[config.mk]
export PLATFORM = sky130hd
export DESIGN_NAME = animation_frame_stepper_top_flat
export DESIGN_NICKNAME = d
export VERILOG_FILES = /design/src/afs_pkg.sv /design/src/afs_if.sv /design/src/afs_mod_unit.sv /design/src/animation_frame_stepper_top.sv /design/src/flat_wrapper.sv
export SDC_FILE = /design/constraint.sdc
export NUM_CORES = 2
export LEC_CHECK = 0
export BUFFER_PORTS_ARGS = -buffer_cell sky130_fd_sc_hd__buf_2
export CAP_MARGIN = 40
export CORE_UTILIZATION = 40
export CTS_CLUSTER_DIAMETER = 50
export CTS_CLUSTER_SIZE = 28
export DETAILED_ROUTE_END_ITERATION = 12
export GPL_ROUTABILITY_DRIVEN = 0
export SLEW_MARGIN = 10
export SYNTH_ARGS = -nofsm -noshare
export SYNTH_HDL_FRONTEND = slang
export SYNTH_SLANG_ARGS = --single-unit
[constraint.sdc]
create_clock -name clk -period 8.6 [get_ports clk]
set_clock_uncertainty 0.05 [all_clocks]
set_input_delay 2.58 -clock clk [delete_from_list [all_inputs] [get_ports clk]]
set_output_delay 2.58 -clock clk [all_outputs]
set_load 0.01 [all_outputs]
[src/afs_pkg.sv]
// Shared constants, codes and types of the animation frame stepper.
package afs_pkg;

  localparam int MAX_FRAMES = 256;                    // longest clip
  localparam int POS_W      = $clog2(MAX_FRAMES);     // frame index width
  localparam int CNT_W      = 9;                      // frame_count field
  localparam int RATE_W     = 32;                     // Q15.16 rate
  localparam int TIME_W     = 16;                     // elapsed time units
  localparam int FRAC_BITS  = 16;
  localparam int FRAC_W     = FRAC_BITS + 1;          // signed remnant
  localparam int CFG_W      = RATE_W;                 // widest register
  localparam int CFG_IDX_W  = 2;
  localparam int ACC_W      = RATE_W + TIME_W + 1;    // product plus remnant
  localparam int WHOLE_W    = ACC_W - FRAC_BITS;      // integer step
  localparam int TGT_W      = WHOLE_W + 1;            // position plus step
  localparam int DIV_STEPS  = TGT_W;                  // one quotient bit a cycle
  localparam int STEP_CNT_W = $clog2(DIV_STEPS + 1);

  typedef enum logic {
    OP_ADVANCE = 1'b0,
    OP_RESET   = 1'b1
  } op_t;

  typedef enum logic [CFG_IDX_W-1:0] {
    CFG_FRAME_COUNT = 2'd0,
    CFG_RATE        = 2'd1,
    CFG_LOOP_ENABLE = 2'd2,
    CFG_TIME_FROZEN = 2'd3
  } cfg_idx_t;

  typedef enum logic [2:0] {
    ST_IDLE,
    ST_MUL,
    ST_ACC,
    ST_TGT,
    ST_FIT,
    ST_DIV,
    ST_EMIT
  } state_t;

  typedef struct packed {
    logic               start;
    logic [TGT_W-1:0]   magnitude;
    logic [CNT_W-1:0]   divisor;
  } mod_req_t;

  typedef struct packed {
    logic               busy;
    logic               done;
    logic [CNT_W-1:0]   remainder;
  } mod_rsp_t;

endpackage

[src/afs_if.sv]
// Valid/ready channel interfaces for step requests and results.
interface afs_in_if;
  logic                        valid;
  logic                        ready;
  logic                        opcode;
  logic [afs_pkg::TIME_W-1:0]  elapsed_time;

  modport source (output valid, output opcode, output elapsed_time, input ready);
  modport sink   (input valid, input opcode, input elapsed_time, output ready);
endinterface

interface afs_out_if;
  logic                        valid;
  logic                        ready;
  logic                        accepted;
  logic [afs_pkg::POS_W-1:0]   frame_index;

  modport source (output valid, output accepted, output frame_index, input ready);
  modport sink   (input valid, input accepted, input frame_index, output ready);
endinterface

[src/afs_mod_unit.sv]
// Restoring remainder unit: one shift and compare-subtract per cycle.
module afs_mod_unit (
  input  logic              clk,
  input  logic              rst_n,
  input  afs_pkg::mod_req_t req,
  output afs_pkg::mod_rsp_t rsp
);
  import afs_pkg::*;

  logic                  busy_r;
  logic                  done_r;
  logic [STEP_CNT_W-1:0] cnt_r;
  logic [TGT_W-1:0]      dvd_r;
  logic [CNT_W-1:0]      rem_r;
  logic [CNT_W-1:0]      divisor_r;

  logic [CNT_W:0]        trial;
  logic [CNT_W-1:0]      rem_nxt;

  // rem_r < divisor <= 256, so the trial value stays below twice the divisor
  always_comb begin
    trial = {rem_r, dvd_r[TGT_W-1]};
    if (trial >= {1'b0, divisor_r}) begin
      rem_nxt = CNT_W'(trial - {1'b0, divisor_r});
    end else begin
      rem_nxt = trial[CNT_W-1:0];
    end
  end

  always_ff @(posedge clk) begin
    if (!rst_n) begin
      busy_r <= 1'b0;
      done_r <= 1'b0;
      cnt_r  <= '0;
    end else if (req.start) begin
      busy_r <= 1'b1;
      done_r <= 1'b0;
      cnt_r  <= STEP_CNT_W'(DIV_STEPS);
    end else if (busy_r) begin
      cnt_r  <= cnt_r - STEP_CNT_W'(1);
      done_r <= (cnt_r == STEP_CNT_W'(1));
      busy_r <= (cnt_r != STEP_CNT_W'(1));
    end else begin
      done_r <= 1'b0;
    end
  end

  always_ff @(posedge clk) begin
    if (req.start) begin
      dvd_r     <= req.magnitude;
      rem_r     <= '0;
      divisor_r <= req.divisor;
    end else if (busy_r) begin
      dvd_r <= {dvd_r[TGT_W-2:0], 1'b0};
      rem_r <= rem_nxt;
    end
  end

  assign rsp.busy      = busy_r;
  assign rsp.done      = done_r;
  assign rsp.remainder = rem_r;

  a_rem_below_divisor: assert property (@(posedge clk) disable iff (!rst_n)
    done_r |-> (rem_r < divisor_r))
    else $error("remainder not below divisor");

  a_no_start_while_busy: assert property (@(posedge clk) disable iff (!rst_n)
    req.start |-> !busy_r)
    else $error("remainder unit restarted mid-run");

  a_done_after_busy: assert property (@(posedge clk) disable iff (!rst_n)
    done_r |-> ($past(busy_r) && !busy_r))
    else $error("done without a finished run");

endmodule

[src/animation_frame_stepper_top.sv]
// Animation frame stepper: fractional phase accumulator with wrap or clamp.
//
// Each input transaction either resets the frame position and remnant, or
// advances the position by rate (signed Q15.16 frames per time unit) times
// elapsed_time plus the carried signed Q0.16 remnant; the integer part is truncated
// toward zero and the rest becomes the new remnant. With loop_enable set the
// new position is the true signed modulo of the sum by the clip length;
// otherwise it is clamped to 0..count-1 and holds at the end it is moving
// towards. frame_count above 256 acts as 256; an empty clip shows index 0.
// While time_frozen is set an advance is answered with accepted = 0 and
// changes nothing. Every input transaction yields exactly one result
// transaction. Reset, frozen, zero-rate and held-at-end requests go from
// accept to emit; a clamped advance goes through accept, 32x17 multiply,
// remnant add, position add, clamp and emit; a looping advance runs the
// 34-step bit-serial remainder unit in place of the clamp. The input is
// not ready while an item is in work; the result sits in an output register,
// so the next transaction can be taken while an earlier result still waits.
// Configuration writes must only happen while the block is idle.
module animation_frame_stepper_top (
  input  logic                          clk,
  input  logic                          rst_n,
  afs_in_if.sink                        in_ch,
  afs_out_if.source                     out_ch,
  input  logic                          cfg_we,
  input  logic [afs_pkg::CFG_IDX_W-1:0] cfg_index,
  input  logic [afs_pkg::CFG_W-1:0]     cfg_wdata
);
  import afs_pkg::*;

  // configuration registers
  logic [CNT_W-1:0]         frame_count_r;
  logic signed [RATE_W-1:0] rate_r;
  logic                     loop_r;
  logic                     frozen_r;

  // sequencer and architectural state
  state_t                   state_r, state_nxt;
  logic [POS_W-1:0]         pos_r;
  logic [FRAC_W-1:0]        frac_r;

  // per-item working registers
  logic [TIME_W-1:0]        elapsed_r;
  logic                     ok_r;
  logic signed [ACC_W-1:0]  prod_r;
  logic [WHOLE_W-1:0]       whole_r;
  logic [TGT_W-1:0]         target_r;

  // result register
  logic                     out_valid_r;
  logic                     out_accepted_r;
  logic [POS_W-1:0]         out_index_r;

  logic                     in_ready;
  logic                     accept;
  logic                     fast_path;
  logic                     held;
  logic                     emit;
  logic [CNT_W-1:0]         clip_n;
  logic signed [ACC_W-1:0]  prod_full;
  logic [ACC_W-1:0]         acc;
  logic                     round_up;
  logic [WHOLE_W-1:0]       whole;
  logic [FRAC_W-1:0]        rem_frac;
  logic [POS_W-1:0]         clamp_pos;
  logic [POS_W-1:0]         wrap_pos;
  logic                     tgt_neg;
  logic                     mod_start;
  logic [TGT_W-1:0]         mod_mag;
  mod_req_t                 mod_req;
  mod_rsp_t                 mod_rsp;

  // ---------------------------------------------------------------- config
  always_ff @(posedge clk) begin
    if (!rst_n) begin
      frame_count_r <= '0;
      rate_r        <= '0;
      loop_r        <= 1'b1;
      frozen_r      <= 1'b0;
    end else if (cfg_we) begin
      unique case (cfg_idx_t'(cfg_index))
        CFG_FRAME_COUNT: frame_count_r <= cfg_wdata[CNT_W-1:0];
        CFG_RATE:        rate_r        <= cfg_wdata[RATE_W-1:0];
        CFG_LOOP_ENABLE: loop_r        <= cfg_wdata[0];
        CFG_TIME_FROZEN: frozen_r      <= cfg_wdata[0];
      endcase
    end
  end

  // Oversized counts act as the longest clip.
  assign clip_n = (frame_count_r > CNT_W'(MAX_FRAMES)) ? CNT_W'(MAX_FRAMES) : frame_count_r;

  // Clamping and already parked at the end it is heading for: nothing moves.
  assign held = !loop_r &&
                (((rate_r > 0) && ({1'b0, pos_r} == clip_n - CNT_W'(1))) ||
                 ((rate_r < 0) && (pos_r == '0)));

  // Requests that finish without the arithmetic path.
  assign fast_path = (in_ch.opcode == OP_RESET) || frozen_r || (rate_r == 0) || held;

  assign accept = in_ch.valid && in_ready;
  assign emit   = (state_r == ST_EMIT) && (!out_valid_r || out_ch.ready);

  // ------------------------------------------------------------- sequencer
  always_ff @(posedge clk) begin
    if (!rst_n) begin
      state_r <= ST_IDLE;
    end else begin
      state_r <= state_nxt;
    end
  end

  always_comb begin
    state_nxt = state_r;
    in_ready  = 1'b0;
    mod_start = 1'b0;
    unique case (state_r)
      ST_IDLE: begin
        in_ready = 1'b1;
        if (in_ch.valid) begin
          state_nxt = fast_path ? ST_EMIT : ST_MUL;
        end
      end
      ST_MUL: state_nxt = ST_ACC;
      ST_ACC: state_nxt = ST_TGT;
      ST_TGT: state_nxt = ST_FIT;
      ST_FIT: begin
        if (loop_r && (clip_n != '0)) begin
          mod_start = 1'b1;
          state_nxt = ST_DIV;
        end else begin
          state_nxt = ST_EMIT;
        end
      end
      ST_DIV: begin
        if (mod_rsp.done) begin
          state_nxt = ST_EMIT;
        end
      end
      ST_EMIT: begin
        if (emit) begin
          state_nxt = ST_IDLE;
        end
      end
      default: state_nxt = ST_IDLE;
    endcase
  end

  // ------------------------------------------------------------- datapath
  // Exact Q.16 product; elapsed time is unsigned, hence the zero bit on top.
  assign prod_full = rate_r * $signed({1'b0, elapsed_r});

  // Add the remnant, then truncate toward zero: floor plus one when negative
  // with fraction bits set. The remnant keeps the sign of the sum.
  assign acc      = prod_r + {{(ACC_W-FRAC_W){frac_r[FRAC_W-1]}}, frac_r};
  assign round_up = acc[ACC_W-1] && (acc[FRAC_BITS-1:0] != '0);
  assign whole    = acc[ACC_W-1:FRAC_BITS] + WHOLE_W'(round_up);
  assign rem_frac = acc[FRAC_W-1:0] - {whole[0], {FRAC_BITS{1'b0}}};

  assign tgt_neg  = target_r[TGT_W-1];

  // Clamp; an empty clip lands on 0.
  always_comb begin
    if (tgt_neg || (clip_n == '0)) begin
      clamp_pos = '0;
    end else if (target_r >= TGT_W'(clip_n)) begin
      clamp_pos = POS_W'(clip_n - CNT_W'(1));
    end else begin
      clamp_pos = target_r[POS_W-1:0];
    end
  end

  assign mod_mag = tgt_neg ? (~target_r + TGT_W'(1)) : target_r;
  // start, magnitude, divisor
  assign mod_req = {mod_start, mod_mag, clip_n};

  // Floored modulo from the magnitude remainder.
  assign wrap_pos = (tgt_neg && (mod_rsp.remainder != '0)) ?
                    POS_W'(clip_n - mod_rsp.remainder) : POS_W'(mod_rsp.remainder);

  afs_mod_unit u_mod (
    .clk   (clk),
    .rst_n (rst_n),
    .req   (mod_req),
    .rsp   (mod_rsp)
  );

  always_ff @(posedge clk) begin
    if (!rst_n) begin
      pos_r  <= '0;
      frac_r <= '0;
    end else begin
      case (state_r)
        ST_IDLE: begin
          if (accept && (in_ch.opcode == OP_RESET)) begin
            pos_r  <= '0;
            frac_r <= '0;
          end
        end
        ST_ACC: frac_r <= rem_frac;
        ST_FIT: begin
          if (!loop_r || (clip_n == '0)) begin
            pos_r <= clamp_pos;
          end
        end
        ST_DIV: begin
          if (mod_rsp.done) begin
            pos_r <= wrap_pos;
          end
        end
        default: ;
      endcase
    end
  end

  always_ff @(posedge clk) begin
    case (state_r)
      ST_IDLE: begin
        if (accept) begin
          elapsed_r <= in_ch.elapsed_time;
          ok_r      <= !((in_ch.opcode == OP_ADVANCE) && frozen_r);
        end
      end
      ST_MUL: prod_r   <= prod_full;
      ST_ACC: whole_r  <= whole;
      ST_TGT: target_r <= {{(TGT_W-POS_W){1'b0}}, pos_r} + {whole_r[WHOLE_W-1], whole_r};
      default: ;
    endcase
  end

  // --------------------------------------------------------- result stage
  always_ff @(posedge clk) begin
    if (!rst_n) begin
      out_valid_r <= 1'b0;
    end else if (emit) begin
      out_valid_r <= 1'b1;
    end else if (out_ch.ready) begin
      out_valid_r <= 1'b0;
    end
  end

  always_ff @(posedge clk) begin
    if (emit) begin
      out_accepted_r <= ok_r;
      out_index_r    <= (clip_n == '0) ? '0 : pos_r;
    end
  end

  assign in_ch.ready        = in_ready;
  assign out_ch.valid       = out_valid_r;
  assign out_ch.accepted    = out_accepted_r;
  assign out_ch.frame_index = out_index_r;

  // ------------------------------------------------------------ assertions
  a_frac_in_range: assert property (@(posedge clk) disable iff (!rst_n)
    frac_r != {1'b1, {FRAC_BITS{1'b0}}})
    else $error("remnant reached minus one frame");

  a_frac_sign: assert property (@(posedge clk) disable iff (!rst_n)
    (state_r == ST_ACC) |=> ((frac_r == '0) || (frac_r[FRAC_W-1] == $past(acc[ACC_W-1]))))
    else $error("remnant sign differs from step sign");

  a_wrap_in_clip: assert property (@(posedge clk) disable iff (!rst_n)
    ((state_r == ST_DIV) && mod_rsp.done) |=> (CNT_W'(pos_r) < clip_n))
    else $error("wrapped position outside clip");

  a_div_only_in_div: assert property (@(posedge clk) disable iff (!rst_n)
    mod_rsp.busy |-> (state_r == ST_DIV))
    else $error("remainder unit running outside its state");

endmodule
[src/flat_wrapper.sv]
// flat-port wrapper written by rule: the top's interface ports become plain ports
module animation_frame_stepper_top_flat import afs_pkg::*;
  (clk, rst_n, cfg_we, cfg_index, cfg_wdata, in_ch_valid, in_ch_opcode, in_ch_elapsed_time, in_ch_ready, out_ch_valid, out_ch_accepted, out_ch_frame_index, out_ch_ready);
  afs_in_if in_ch_i ();
  afs_out_if out_ch_i ();
  input  logic clk;
  input  logic rst_n;
  input  logic cfg_we;
  input  logic [afs_pkg::CFG_IDX_W-1:0] cfg_index;
  input  logic [afs_pkg::CFG_W-1:0] cfg_wdata;
  input wire logic [$bits(in_ch_i.valid)-1:0] in_ch_valid;
  input wire logic [$bits(in_ch_i.opcode)-1:0] in_ch_opcode;
  input wire logic [$bits(in_ch_i.elapsed_time)-1:0] in_ch_elapsed_time;
  output wire logic [$bits(in_ch_i.ready)-1:0] in_ch_ready;
  output wire logic [$bits(out_ch_i.valid)-1:0] out_ch_valid;
  output wire logic [$bits(out_ch_i.accepted)-1:0] out_ch_accepted;
  output wire logic [$bits(out_ch_i.frame_index)-1:0] out_ch_frame_index;
  input wire logic [$bits(out_ch_i.ready)-1:0] out_ch_ready;
  assign in_ch_i.valid = in_ch_valid;
  assign in_ch_i.opcode = in_ch_opcode;
  assign in_ch_i.elapsed_time = in_ch_elapsed_time;
  assign in_ch_ready = in_ch_i.ready;
  assign out_ch_valid = out_ch_i.valid;
  assign out_ch_accepted = out_ch_i.accepted;
  assign out_ch_frame_index = out_ch_i.frame_index;
  assign out_ch_i.ready = out_ch_ready;
  animation_frame_stepper_top u_core (.clk(clk), .rst_n(rst_n), .in_ch(in_ch_i), .out_ch(out_ch_i), .cfg_we(cfg_we), .cfg_index(cfg_index), .cfg_wdata(cfg_wdata));
endmodule
==> out/results.tsv <==
metric	value	unit
layout cells sized above 1	6.30	%
Area Overhead vs Synth	9.42	%
Inst Count DP	4833	
first-pass GRT wire length	138	mm
Critical Path Max Stage Delay	0.71	ns
reg2reg end	u_core.prod_r[47]$_DFFE_PP_	
setup TNS	0	ns
crit start category	register	
Most common cell on crit path	fa_1	
Max-cap violations	0	
total track usage	20.2	%
pin count of the biggest net entering global routing	78	
Clock Tree Buf Depth	3	
Final min period	7.66	ns
CTS HTree Levels	2	
pwr dens	193	mW/mm^2
1st-iter DRT viols	1443	
WL final	83.4	mm
Post-Place Setup Slack	0.936	ns
CTS sink count	274	
min-delay src	u_core.ok_r$_DFFE_PP_	
Seq/Total Area, Yosys	21.6	%
CP endpoint kind	register	
Port Buffers	66	
Worst Hold End	u_core.out_ch.accepted$_DFFE_PP_	
Die Ht	294	um
clk root buf	clkbuf_16	
DIE WIDTH	294	um
clock buffer count from CTS	42	
HPWL after detailed placement	66.3	mm
Final Worst Setup Slack	0.941	ns
Critical Path Source	u_core.elapsed_r[5]$_DFFE_PP_	
vias post-DR	24957	
CP Buf/Inv Count	4	
Hold Fails Final Rpt	0	
hold buffers post-CTS	0	
Slew Viols, Final	0	
Resize count post-CTS	0	
vias per cell	5.08	
initial antenna violation count	1	
Max Clock Freq	131	MHz
n_diodes	0	
DP Area	0.0358	mm^2
clock latency on the worst-skew pair	0.57	ns
critical-path cell list	and2_1 -> fa_1 -> inv_1 -> fa_1 -> fa_1 -> inv_1 -> fa_1 -> fa_1 -> inv_1 -> fa_1 -> inv_1 -> ha_1 -> a21oi_1 -> o21ai_0 -> o31a_1 -> a311oi_1 -> nand2_1 -> a31oi_1 -> o31a_1 -> a21bo_2 -> o211ai_1 -> a221oi_1 -> xnor2_1	
VDD IR-drop max	0.000147	V
I/O pin cnt	67	
Unique masters post-synth	81	
most common cell after layout, fill and taps aside	inv_1	
hold path depth	0	
Mapped Area	0.0340	mm^2
row cnt	106	
Post-CTS Setup Bufs	0	
Post-Syn Nets	4465	
Remaining DRCs	0	
Tot Pwr	0.00720	W
Max stage delay cell, worst path	edfxtp_1	
CP Class	register to register	
Synth async-reset ratio	0	%
commonest cells after routing, fill and taps aside	inv_1 (663), nand2_1 (499), fa_1 (493), and2_1 (259), ha_1 (204)	
R2R Setup Slk	0.94	ns
Cells after Synth	3712	
R2R cell count	23	
Non-Filler Instances	4910	
setup violators final	0	
Die Area	0.0862	mm^2
Worst Path Arrival	7.92	ns
First-pass DRT Iterations	5	
worst path required time	8.86	ns
RSZ-0062 raised after global routing	no	
Post-synth EDFFs	185	
R2R Path Start	u_core.elapsed_r[5]$_DFFE_PP_	
Synth Warn #	0	
Lkg Pwr	17.2	nW
syn_area_per_cell	9.16	um^2
final instance area	0.0372	mm^2
CP delay by family, top	adder cells	
Avg WL per Cell	17.0	um
Max-slew headroom	43.1	%
CP Max Fanout	20	
final net count	4496	
Min-Delay Path Class	register to register	
status	finished clean	
actual slew at the worst max-slew pin	0.853	ns
grt total ovfl	0	
CTS tree	done	
period utilisation layout	89.1	%
Worst-path clk slew	0.06	ns
Starting Density	40.5	%
vias in the first global route	26083	
CORE AREA	0.0840	mm^2
ANT nets after route	0	
Primary FF master, synth	edfxtp_1	
synthesis-stage register bit count	274	
-- where the power goes --
group	internal (W)	switching (W)	leakage (nW)
registers	0.00182	0.000263	2.43
clock network	0.00100	0.000706	0.681
logic	0.00133	0.00208	14.1
-- cells in the mapped netlist, types with 35 or more instances --
cell type	instances	area, um^2
inv_1	663	2490
nand2_1	499	1870
fa_1	493	9870
and2_1	260	1630
ha_1	204	2550
edfxtp_1	185	5560
clkbuf_1	141	529
a21oi_1	134	671
nor2_1	131	492
o21ai_0	123	616
xnor2_1	120	1050
dfxtp_1	89	1780
xor2_1	81	709
a21o_1	52	390
nand3_1	50	250
nor2b_1	45	282
a21boi_0	41	308
nor3_1	35	175
-- cells by family (layout without fill, tap and decap cells) --
family	after synthesis	in the layout	synth area share (%)
AO/OA/AOI/OAI	527	527	9.93
XOR/XNOR	201	201	5.18
adder cells (fa/ha/maj)	697	697	36.5
buffers and inverters	813	877	9.00
flip-flops	274	274	21.6
multiplexers	25	25	0.747
AND/OR/NAND/NOR	1175	1175	17.1
-- sequential cells by signal, indices dropped and copies added, names as in the netlist, 3 cells and up --
signal	cells
u_core.elapsed_r	16
u_core.frac_r	17
u_core.frame_count_r	9
u_core.out_ch.frame_index	8
u_core.pos_r	8
u_core.prod_r	49
u_core.rate_r	32
u_core.state_r	3
u_core.target_r	34
u_core.u_mod.cnt_r	6
u_core.u_mod.divisor_r	9
u_core.u_mod.dvd_r	34
u_core.u_mod.rem_r	9
u_core.whole_r	33
-- metal layers --
metal	share of wire (%)	routed length (um)	vias to the layer above	GRT usage, %
met3	5.4	4540	162	3.29
met5	0.017	14	-	0
li1	-	-	11893	-
met4	3.5	2880	2	6.48
met2	46	38500	607	33.5
met1	45	37400	12293	26.9
-- worst register-to-register path, stage by stage (launching register included) --
cell      delay (ns)
edfxtp_1        0.71
and2_1          0.32
fa_1            0.48
inv_1           0.05
fa_1            0.50
fa_1            0.53
inv_1           0.05
fa_1            0.46
fa_1            0.55
inv_1           0.05
fa_1            0.52
inv_1           0.04
ha_1            0.35
a21oi_1         0.14
o21ai_0         0.18
o31a_1          0.32
a311oi_1        0.43
nand2_1         0.14
a31oi_1         0.44
o31a_1          0.26
a21bo_2         0.22
o211ai_1        0.17
a221oi_1        0.35
xnor2_1         0.10
-- worst max path at each step --
| stage | endpoint | slack (ns) | cells past startpoint |
|---|---|---|---|
| 2_1_floorplan | u_core.prod_r[47]$_DFFE_PP_ | 1.76 | 24 |
| 3_3_place_gp | u_core.prod_r[47]$_DFFE_PP_ | 1.05 | 23 |
| 3_5_place_dp | u_core.prod_r[47]$_DFFE_PP_ | 0.94 | 23 |
| 4_1_cts | u_core.prod_r[47]$_DFFE_PP_ | 0.91 | 23 |
| 5_1_grt | u_core.prod_r[47]$_DFFE_PP_ | 0.37 | 23 |
| 6_report | u_core.prod_r[47]$_DFFE_PP_ | 0.94 | 23 |
-- stage by stage --
step	hold slack, ns	utilization, %
final	0.378	44.3
after global placement	0.368	42.5
after CTS	0.385	44.3
after floorplan	0.350	-
after global routing	0.396	44.3
after detailed placement	0.370	42.7
-- final cells by class --
type / count / area, um^2
clock inverters: 24 / 260
multi-input cells: 2625 / 23600
repair buffers: 137 / 940
flip-flops and latches: 274 / 7340
well taps: 1134 / 1420
fillers: 8180 / 46700
inverters: 663 / 2490
clock buffers: 53 / 1140
(Power assumes the default switching activity.)
